<file path="src/hdl/tdq_pkg.sv">
// ----------------------------------------------------------------------------
// tdq_pkg: shared types and codes for the timer delay queue
// Opcodes, reply kinds and the controller/datapath command and status words.
// ----------------------------------------------------------------------------
`default_nettype none
package tdq_pkg;
    localparam logic [2:0] OP_TICK  = 3'd0;
    localparam logic [2:0] OP_TIME  = 3'd1;
    localparam logic [2:0] OP_DELAY = 3'd2;
    localparam logic [2:0] OP_UNTIL = 3'd3;

    localparam logic [1:0] KIND_WAKE   = 2'd0;
    localparam logic [1:0] KIND_TIME   = 2'd1;
    localparam logic [1:0] KIND_BADREQ = 2'd2;
    localparam logic [1:0] KIND_FULL   = 2'd3;

    typedef struct packed {
        logic load;       // capture input word
        logic tick;       // advance tick count
        logic scan_start; // start insert scan from tail
        logic scan_step;  // move one entry toward head
        logic write_new;  // write new entry at scan position
        logic pop;        // drop head entry into the hold register
        logic out_load;   // load output register
        logic [1:0] kind;
        logic last;
    } t_cmd;

    typedef struct packed {
        logic [2:0] opcode;
        logic       full;
        logic       head_due;   // head entry wake <= count
        logic       scan_done;  // insert position found
        logic       out_busy;
    } t_sts;
endpackage
`default_nettype wire

</file>
<file path="src/hdl/tdq_datapath.sv">
// ----------------------------------------------------------------------------
// tdq_datapath: tick counter, sorted queue ring and output register
// The queue is a ring in a RAM, read one entry per cycle; tdq_ram follows.
// ----------------------------------------------------------------------------
`default_nettype none
module tdq_datapath #(
    parameter int QUEUE_DEPTH = 64
) (
    input  wire logic          i_clk,
    input  wire logic          i_rst_n,
    input  wire logic [2:0]    i_opcode,
    input  wire logic [7:0]    i_task_id,
    input  wire logic [31:0]   i_tick_amount,
    input  wire tdq_pkg::t_cmd i_cmd,
    output tdq_pkg::t_sts      o_sts,
    input  wire logic          i_out_take,
    output logic               o_valid,
    output logic [1:0]         o_reply_kind,
    output logic [7:0]         o_reply_task,
    output logic [31:0]        o_reply_value,
    output logic               o_last_of_run
);
    localparam int CW = $clog2(QUEUE_DEPTH + 1);
    localparam int IW = (QUEUE_DEPTH > 1) ? $clog2(QUEUE_DEPTH) : 1;
    localparam int RAM_DEPTH = 1 << IW;

    logic [31:0]   r_count;
    logic [CW-1:0] r_occ;
    logic [CW-1:0] r_pos;
    logic [IW-1:0] r_head;
    logic [7:0]    r_hold_id;
    logic [2:0]    r_op;
    logic [7:0]    r_task;
    logic [31:0]   r_amt;
    logic [31:0]   w_new_wake;
    logic [IW-1:0] w_rd_off;
    logic [IW-1:0] w_raddr;
    logic [IW-1:0] w_waddr;
    logic          w_we;
    logic [39:0]   w_wdata;
    logic [39:0]   w_rdata;
    logic [31:0]   w_rd_wake;
    logic [7:0]    w_rd_id;

    assign w_new_wake = (r_op == tdq_pkg::OP_DELAY) ? r_count + r_amt : r_amt;
    assign w_rd_wake  = w_rdata[39:8];
    assign w_rd_id    = w_rdata[7:0];

    // read the tail on scan start, the entry below the next slot while
    // scanning, the entry after the head on pop, otherwise the head
    always_comb begin
        if (i_cmd.scan_start)     w_rd_off = IW'(r_occ - CW'(1));
        else if (i_cmd.scan_step) w_rd_off = IW'(r_pos - CW'(2));
        else if (i_cmd.pop)       w_rd_off = IW'(1);
        else                      w_rd_off = '0;
    end

    assign w_raddr = r_head + w_rd_off;
    assign w_waddr = r_head + IW'(r_pos);
    assign w_we    = i_cmd.scan_step | i_cmd.write_new;
    // shift the larger entry up one place while searching
    assign w_wdata = i_cmd.write_new ? {w_new_wake, r_task} : w_rdata;

    tdq_ram #(.WIDTH(40), .DEPTH(RAM_DEPTH)) u_queue_ram (
        .i_clk,
        .i_we(w_we),
        .i_waddr(w_waddr),
        .i_wdata(w_wdata),
        .i_raddr(w_raddr),
        .o_rdata(w_rdata)
    );

    always_ff @(posedge i_clk) begin
        if (!i_rst_n) begin
            r_count <= '0;
            r_occ   <= '0;
            r_head  <= '0;
            o_valid <= 1'b0;
        end else begin
            if (i_cmd.tick) r_count <= r_count + 32'd1;
            if (i_cmd.write_new) r_occ <= r_occ + CW'(1);
            if (i_cmd.pop) begin
                r_occ  <= r_occ - CW'(1);
                r_head <= r_head + IW'(1);
            end
            if (i_cmd.out_load) o_valid <= 1'b1;
            else if (i_out_take) o_valid <= 1'b0;
        end
    end

    always_ff @(posedge i_clk) begin
        if (i_cmd.load) begin
            r_op   <= i_opcode;
            r_task <= i_task_id;
            r_amt  <= i_tick_amount;
        end
        if (i_cmd.scan_start) r_pos <= r_occ;
        if (i_cmd.scan_step) r_pos <= r_pos - CW'(1);
        if (i_cmd.pop) r_hold_id <= w_rd_id;
        if (i_cmd.out_load) begin
            o_reply_kind  <= i_cmd.kind;
            o_reply_task  <= (i_cmd.kind == tdq_pkg::KIND_WAKE) ? r_hold_id : r_task;
            o_reply_value <= (i_cmd.kind == tdq_pkg::KIND_TIME) ? r_count : 32'd0;
            o_last_of_run <= i_cmd.last;
        end
    end

    always_comb begin
        o_sts.opcode    = r_op;
        o_sts.full      = (r_occ == CW'(QUEUE_DEPTH));
        o_sts.head_due  = (r_occ != '0) && (w_rd_wake <= r_count);
        o_sts.scan_done = (r_pos == '0) || !(w_rd_wake > w_new_wake);
        o_sts.out_busy  = o_valid && !i_out_take;
    end
endmodule

// generic single-port-write RAM with registered read
module tdq_ram #(
    parameter int WIDTH = 40,
    parameter int DEPTH = 64
) (
    input  wire logic                     i_clk,
    input  wire logic                     i_we,
    input  wire logic [$clog2(DEPTH)-1:0] i_waddr,
    input  wire logic [WIDTH-1:0]         i_wdata,
    input  wire logic [$clog2(DEPTH)-1:0] i_raddr,
    output logic      [WIDTH-1:0]         o_rdata
);
    logic [WIDTH-1:0] r_mem [DEPTH];

    always_ff @(posedge i_clk) begin
        if (i_we) r_mem[i_waddr] <= i_wdata;
        o_rdata <= r_mem[i_raddr];
    end
endmodule
`default_nettype wire

</file>
<file path="src/hdl/tdq_ctrl.sv">
// ----------------------------------------------------------------------------
// tdq_ctrl: sequencer for the timer delay queue
// Decodes each word and steps the datapath through tick, query and insert.
// ----------------------------------------------------------------------------
`default_nettype none
module tdq_ctrl (
    input  wire logic          i_clk,
    input  wire logic          i_rst_n,
    input  wire logic          i_valid,
    output logic               o_stall,
    input  wire tdq_pkg::t_sts i_sts,
    output tdq_pkg::t_cmd      o_cmd
);
    typedef enum logic [2:0] {
        S_IDLE, S_DECODE, S_RELEASE, S_NEXT, S_SCAN, S_REPLY
    } t_state;
    t_state r_state, n_state;
    logic [1:0] w_kind;

    assign o_stall = (r_state != S_IDLE);

    always_comb begin
        unique case (i_sts.opcode) inside
            tdq_pkg::OP_TIME:                     w_kind = tdq_pkg::KIND_TIME;
            tdq_pkg::OP_DELAY, tdq_pkg::OP_UNTIL: w_kind = tdq_pkg::KIND_FULL;
            default:                              w_kind = tdq_pkg::KIND_BADREQ;
        endcase
    end

    always_comb begin
        o_cmd = '0;
        n_state = r_state;
        unique case (r_state)
            S_IDLE: begin
                if (i_valid) begin
                    o_cmd.load = 1'b1;
                    n_state = S_DECODE;
                end
            end
            S_DECODE: begin
                if (i_sts.opcode == tdq_pkg::OP_TICK) begin
                    o_cmd.tick = 1'b1;
                    n_state = S_RELEASE;
                end else if ((i_sts.opcode == tdq_pkg::OP_DELAY ||
                              i_sts.opcode == tdq_pkg::OP_UNTIL) && !i_sts.full) begin
                    o_cmd.scan_start = 1'b1;
                    n_state = S_SCAN;
                end else begin
                    n_state = S_REPLY;
                end
            end
            S_RELEASE: begin
                // take the first due sleeper into the hold register
                if (!i_sts.head_due) begin
                    n_state = S_IDLE;
                end else begin
                    o_cmd.pop = 1'b1;
                    n_state = S_NEXT;
                end
            end
            S_NEXT: begin
                // send the held sleeper; it is last unless the new head is due
                if (!i_sts.out_busy) begin
                    o_cmd.out_load = 1'b1;
                    o_cmd.kind = tdq_pkg::KIND_WAKE;
                    o_cmd.last = !i_sts.head_due;
                    if (i_sts.head_due) o_cmd.pop = 1'b1;
                    else                n_state = S_IDLE;
                end
            end
            S_SCAN: begin
                if (i_sts.scan_done) begin
                    o_cmd.write_new = 1'b1;
                    n_state = S_IDLE;
                end else begin
                    o_cmd.scan_step = 1'b1;
                end
            end
            S_REPLY: begin
                if (!i_sts.out_busy) begin
                    o_cmd.out_load = 1'b1;
                    o_cmd.kind = w_kind;
                    o_cmd.last = 1'b1;
                    n_state = S_IDLE;
                end
            end
            default: n_state = S_IDLE;
        endcase
    end

    always_ff @(posedge i_clk) begin
        if (!i_rst_n) r_state <= S_IDLE;
        else          r_state <= n_state;
    end
endmodule
`default_nettype wire

</file>
<file path="src/hdl/timer_delay_queue_unit.sv">
// ----------------------------------------------------------------------------
// timer_delay_queue_unit: tick counter with a sorted queue of sleeping tasks
// ----------------------------------------------------------------------------
// Input channel (i_valid/o_stall) carries a request word: opcode, task id,
// tick amount. Output channel (o_valid/i_stall) carries reply words.
// One request is in work at a time; o_stall is high from the cycle after
// acceptance until the request is done, so the next request waits for it.
// Query, bad opcode and full-queue insert give one word, loaded into the
// output register in the reply state after decode.
// A tick advances the count, then due sleepers leave one word per cycle in
// wake order while the receiver does not stall, the last flagged by
// o_last_of_run; no word when nothing is due.
// The queue is a ring in a RAM; an insert walks in from the tail one entry
// per cycle and gives no word.
// When the receiver stalls the output register holds and the next word
// waits. Reset zeroes the tick count and empties the queue.
// ----------------------------------------------------------------------------
`default_nettype none
module timer_delay_queue_unit #(
    parameter int QUEUE_DEPTH = 64
) (
    input  wire logic        i_clk,
    input  wire logic        i_rst_n,
    input  wire logic        i_valid,
    output logic             o_stall,
    input  wire logic [2:0]  i_opcode,
    input  wire logic [7:0]  i_task_id,
    input  wire logic [31:0] i_tick_amount,
    output logic             o_valid,
    input  wire logic        i_stall,
    output logic [1:0]       o_reply_kind,
    output logic [7:0]       o_reply_task,
    output logic [31:0]      o_reply_value,
    output logic             o_last_of_run
);
    tdq_pkg::t_cmd w_cmd;
    tdq_pkg::t_sts w_sts;

    tdq_ctrl u_ctrl (
        .i_clk, .i_rst_n, .i_valid, .o_stall,
        .i_sts(w_sts), .o_cmd(w_cmd)
    );

    tdq_datapath #(.QUEUE_DEPTH(QUEUE_DEPTH)) u_dp (
        .i_clk, .i_rst_n, .i_opcode, .i_task_id, .i_tick_amount,
        .i_cmd(w_cmd), .o_sts(w_sts), .i_out_take(!i_stall),
        .o_valid, .o_reply_kind, .o_reply_task, .o_reply_value, .o_last_of_run
    );
endmodule
`default_nettype wire

</file>
<file path="config.mk">
export PLATFORM = sky130hd
export DESIGN_NAME = timer_delay_queue_unit
export DESIGN_NICKNAME = d
export VERILOG_FILES = /design/src/hdl/tdq_pkg.sv /design/src/hdl/tdq_datapath.sv /design/src/hdl/tdq_ctrl.sv /design/src/hdl/timer_delay_queue_unit.sv
export SDC_FILE = /design/constraint.sdc
export NUM_CORES = 2
export LEC_CHECK = 0
export BUFFER_PORTS_ARGS = -buffer_cell sky130_fd_sc_hd__buf_2
export CAP_MARGIN = 20
export CORE_MARGIN = 2
export CORE_UTILIZATION = 52
export DETAILED_ROUTE_END_ITERATION = 8
export PLACE_DENSITY_LB_ADDON = 0.2
export SETUP_SLACK_MARGIN = 0.15
export SKIP_CTS_REPAIR_TIMING = 1
export SLEW_MARGIN = 20
export SYNTH_ARGS = -nofsm -noshare
export SYNTH_HDL_FRONTEND = slang
export SYNTH_HIERARCHICAL = 1
export SYNTH_SLANG_ARGS = --single-unit
</file>
<file path="constraint.sdc">
create_clock -name i_clk -period 21.7 [get_ports i_clk]
set_input_delay 0 -clock i_clk [delete_from_list [all_inputs] [get_ports i_clk]]
set_output_delay 0 -clock i_clk [all_outputs]
set_load 0.005 [all_outputs]
</file>
# Word level (Yosys, flattened, before mapping)

Memory sizes are Yosys's and may differ from the RTL's. A register that Yosys moved wholly into a read port is not among the register bits.
Index checks and enable logic that the tools add are counted.

Flip-flop bits (word level): 150
Output and inout port bits: 45
Memories: 1
Input port bits: 47
Logic and storage cells: 99
Memory bits (writable): 2560

Memories:

| name                   | words | width | read ports | clocked after Yosys merged registers in | write ports | RTL line            | RTL |
|---|---|---|---|---|---|---|---|
| u_dp.u_queue_ram.r_mem | 64    | 40    | 1          | 1                                       | 1           | tdq_datapath.sv:129 | `logic [WIDTH-1:0] r_mem [DEPTH];` |

Reduce and logical (&&, ||, !) cells: 18
Eq/ne operators: 16
Mux-type cells: 38
Add/sub/neg operators: 9
Bitwise gates (word level): 1
Magnitude comparators: 2

Operator list:

| kind                  | number |
|---|---|
| $mux 40               | 1 |
| $add 32x1->32 const B | 1 |
| $add 32x32->32        | 1 |
| $gt 32x32->1          | 1 |
| $le 32x32->1          | 1 |
| $mux 32               | 1 |
| $mux 7                | 4 |
| $mux 3                | 6 |
| $pmux 3 s6            | 1 |
| $mux 1                | 14 |
| $sub 7x1->7 const B   | 2 |
| $add 6x6->6           | 2 |
| $eq 3x2->1 const B    | 4 |
| $mux 6                | 2 |
| $mux 8                | 1 |
| $ne 2x2->1 const B    | 4 |
| $pmux 4 s2            | 1 |
| $add 7x1->7 const B   | 1 |
| $eq 7x7->1 const B    | 1 |
| $logic_not 7->1       | 1 |
| $reduce_bool 7->1     | 1 |
| $add 6x1->6 const B   | 1 |
| $eq 3x1->1 const B    | 2 |
| $eq 3x3->1 const B    | 2 |
| 18 further kinds      | 28 |

# Logic depth before layout (Yosys ltp)

Depth after elaboration: 10
Gate-level depth with buffers: 36
Depth with buffers taken out: 33

# By module

Netlist, hierarchy kept.

Modules (own cells, without submodules):

| module                 | cells each | instances | area an instance (sq um) |
|---|---|---|---|
| tdq_ram                | 4195       | 1         | 97836.3 |
| tdq_datapath           | 1064       | 1         | 10346.2 |
| tdq_ctrl               | 45         | 1         | 295.3 |
| timer_delay_queue_unit | 1          | 1         | 3.8 |

# Least setup slack after synthesis

OpenSTA, ideal clock, no wires.

Path type: flip-flop to flip-flop
Start point: register u_dp.r_count[0]
End point: memory u_dp.u_queue_ram.r_mem[48][0] (enable)
Arrival time: 7.784 ns
Library setup time: 0.487 ns
Setup slack: 13.429 ns
Stages on the path, launching flop included: 26
Cells stage by stage: dfxtp_1 > ha_1 > fa_1 > a21o_1 > a221o_1 > a21oi_1 > o221ai_1 > a21oi_1 > xnor2_1 > mux2i_1 > ha_1 > a21o_1 > a21o_1 > a21o_1 > a21oi_1 > nor2b_1 > o211ai_1 > a211oi_1 > o31ai_1 > nor3b_1 > clkbuf_1 > clkbuf_1 > or2_2 > nor2b_1 > nand4b_1 > nor3_1

RTL lines:

| element                | RTL line            | RTL |
|---|---|---|
| start, declared        | tdq_datapath.sv:27  | `logic [31:0] r_count;` |
| start signal, assigned | tdq_datapath.sv:80  | `if (i_cmd.tick) r_count <= r_count + 32'd1;` |
| end, declared          | tdq_datapath.sv:129 |  |

==> results.json <==
{
  "status": "complete, no violations",
  "timing.fmax_mhz": 97.4,
  "vias": 56200,
  "avgSynthCellArea_um2": 20.4,
  "drv_cap": 0,
  "syn-num-nets": 5469,
  "grt_pass1_vias": 55200,
  "num_rows": 167,
  "antenna_found_initial": 12,
  "clkSinkCount": 2750,
  "clockBufferDepth": 4,
  "num-fill-cells": 14700,
  "synth_edf_count": 2661,
  "overflow": 0,
  "hpwlAfterDp_um": 155000,
  "slew_violations": 0,
  "yosysWarnings": 6,
  "insertion_delay_ns": 0.96,
  "finalSetupViolCount": 0,
  "synth-seq-cells": 2750,
  "final_cell_mix": "edfxtp_1, mux4_2, clkbuf_16",
  "coreArea_um2": 207000,
  "drc": 0,
  "cts_max_level": 5,
  "cts_tree": "built",
  "final_antenna_net_count": 0,
  "start_util": 0.523,
  "drt_iter0_drc": 7717,
  "ctsRootBufferMaster": "clkbuf_16",
  "io_buffer_count": 91,
  "cp-end-kind": "register",
  "worstHoldPathType": "in2reg",
  "dieArea_um2": 212000,
  "crit_top_cell": "a21oi_1",
  "reg2reg_from": "u_dp/r_amt[8]$_DFFE_PP_",
  "fp.dieH_um": 461,
  "cp-startpoint": "u_dp/r_amt[8]$_DFFE_PP_",
  "nets": 5844,
  "slowest_stage": "buf_4",
  "worstPathMaxFanout": 97,
  "crit_required_ns": 22.45,
  "worst_slew_pin_slew_ns": 1.18,
  "r2r_cells": 30,
  "synth_cell_types": 90,
  "rr_endpoint": "u_dp/u_queue_ram/o_rdata[18]$_DFF_P_",
  "finClkSkew_ns": 0.0610,
  "pin_count": 92,
  "power.total_mw": 14.3,
  "final_common_cell": "edfxtp_1",
  "syn_inst": 5305,
  "cts.clk_slew.worst_paths_ns": 0.06,
  "relSlewSlack": 0.204,
  "async_flop_share": 0,
  "finalSetupTns_ns": 0,
  "routed_wl_um": 292000,
  "drive_gt1_frac": 0.252,
  "leakage_nw": 38.2,
  "drt-pass1-iter-count": 6,
  "die_w_um": 461,
  "grt_usage": 0.274,
  "grt_max_degree": 121,
  "r2r_slack_ns": 11.44,
  "finalCriticalPeriod_ns": 10.26,
  "viasPerCell": 6.47,
  "dp_slack_ns": 11.35,
  "fin_crit_sh": 0.473,
  "grt_pass1_wl_um": 407000,
  "numCtsBuffers": 293,
  "worstPathArrival_ns": 11.01,
  "worst_ir_drop_vdd_mv": 0.113,
  "synth-seq-area-share": 0.753,
  "routabilityCongestion": 0.911,
  "start_kind": "register",
  "hold_viol": 0,
  "power.density_nw_per_um2": 116,
  "syn_to_final_growth_pct": 13.7,
  "worstSetupEndpoint": "u_dp/u_queue_ram/o_rdata[18]$_DFF_P_",
  "path_class": "reg2reg",
  "syn-cell-area_um2": 108000,
  "ys.flop_type": "edfxtp_1",
  "wl_per_cell_um": 33.6,
  "rsz0062_at_grt": "no",
  "worst_slack_ns": 11.44,
  "max_stage_delay_ns": 0.91
}
==> cell usage after synthesis (12+ instances only) <==
library cell | instances | share of area
a211oi_1 | 12 | 0.00083
a21o_1 | 43 | 0.0030
a21oi_1 | 170 | 0.0078
a221oi_1 | 37 | 0.0030
a22o_1 | 16 | 0.0013
a22oi_1 | 18 | 0.0012
and2_1 | 80 | 0.0046
and3_1 | 20 | 0.0012
buf_1 | 22 | 0.00076
buf_2 | 88 | 0.0041
buf_4 | 51 | 0.0035
clkbuf_1 | 110 | 0.0038
dfxtp_1 | 89 | 0.016
edfxtp_1 | 2661 | 0.74
ha_1 | 114 | 0.013
inv_1 | 58 | 0.0020
mux2_2 | 54 | 0.0056
mux2i_1 | 132 | 0.012
mux4_2 | 608 | 0.13
nand2_1 | 89 | 0.0031
nand2b_1 | 18 | 0.0010
nand3_1 | 29 | 0.0013
nand4_1 | 35 | 0.0020
nor2_1 | 178 | 0.0062
nor2b_1 | 30 | 0.0017
nor3_1 | 19 | 0.00088
nor4_1 | 37 | 0.0021
o21a_1 | 19 | 0.0013
o21ai_0 | 33 | 0.0015
o21ai_1 | 20 | 0.00092
o221ai_1 | 44 | 0.0036
o22a_1 | 26 | 0.0021
o22ai_1 | 143 | 0.0082
xnor2_1 | 66 | 0.0053
xor2_1 | 19 | 0.0015
==> state kept, by name, indices dropped and copies added (netlist names) <==
register,flops
u_dp/r_op,3
u_dp/r_count,32
u_ctrl/r_state,3
u_dp/o_reply_value,32
u_dp/r_task,8
u_dp/o_valid,1
u_dp/u_queue_ram/o_rdata,40
u_dp/r_hold_id,8
u_dp/r_pos,7
u_dp/r_head,6
u_dp/u_queue_ram/r_mem,2560
u_dp/o_last_of_run,1
u_dp/r_occ,7
u_dp/r_amt,32
u_dp/o_reply_kind,2
u_dp/o_reply_task,8
==> stage by stage <==
| stage | hold WS, ns | cell area (µm²) | utilization | instances |
|---|---|---|---|---|
| 6_report | 0.130 | 123000 | 0.595 | 8673 |
| 5_1_grt | 0.106 | 123000 | 0.595 | 8673 |
| 4_1_cts | -0.815 | 122000 | 0.590 | 8579 |
| 3_5_place_dp | 0.179 | 114000 | 0.548 | 8083 |
| 3_3_place_gp | 0.177 | 113000 | 0.547 | 8069 |
| 2_1_floorplan | 0.0989 | 108000 | - | 5305 |
==> report_power, final <==
part	internal [mW]	switching, mW	total [mW]
clock	2.75	1.97	4.72
combinational	0.764	1.89	2.65
sequential	6.79	0.145	6.93
==> per-layer routing <==
metal,global-route usage,wire length (µm),vias to the layer above
li1,-,-,22800
met1,0.393,115000,29900
met2,0.423,136000,2956
met3,0.0474,28000,477
met4,0.108,12100,0
met5,0,0,-
==> critical path, delay by kind of cell, from the launching register on <==
kind | cells | cell delay (ns)
AOI/OAI and AO/OA | 16 | 3.88
buffers and inverters | 4 | 2.55
adders and majority gates | 3 | 1.47
muxes | 2 | 1.00
and+or+nand+nor | 4 | 0.42
DFF | 1 | 0.39
xor gates and xnor gates | 1 | 0.08
==> worst min path at each step <==
stage	from	end	slack [ns]	depth (start not counted)
2_1_floorplan	i_tick_amount[0]	u_dp/r_amt[0]$_DFFE_PP_	0.1	0
3_3_place_gp	i_task_id[2]	u_dp/r_task[2]$_DFFE_PP_	0.18	1
3_5_place_dp	i_task_id[7]	u_dp/r_task[7]$_DFFE_PP_	0.18	1
4_1_cts	i_task_id[7]	u_dp/r_task[7]$_DFFE_PP_	-0.82	1
5_1_grt	i_valid	u_dp/r_op[0]$_DFFE_PP_	0.11	4
6_report	i_valid	u_dp/r_amt[27]$_DFFE_PP_	0.13	4
==> kinds of logic (layout without fill, tap and decap cells) <==
logic type / Yosys count / count (layout) / synth area share
other: 0 / 4 / 0
adders and majority gates: 117 / 117 / 0.0137
buffers and inverters: 338 / 914 / 0.0150
muxes: 794 / 794 / 0.144
xor gates and xnor gates: 85 / 85 / 0.00686
AOI/OAI and AO/OA: 639 / 639 / 0.0399
and+or+nand+nor: 582 / 582 / 0.0275
DFF: 2750 / 2750 / 0.753
==> layout make-up <==
class	instances	area [µm²]	area share
Clock inverter	109	957	0.00776
Antenna cell	4	10.0	0.0000812
Inverter	59	221	0.00180
Tap cell	2788	3490	0.0283
Sequential cell	2750	81700	0.662
Timing Repair Buffer	359	2790	0.0226
Multi-Input combinational cell	2217	26200	0.213
Clock buffer	387	7930	0.0643
Power figures use the tool's default switching activity.
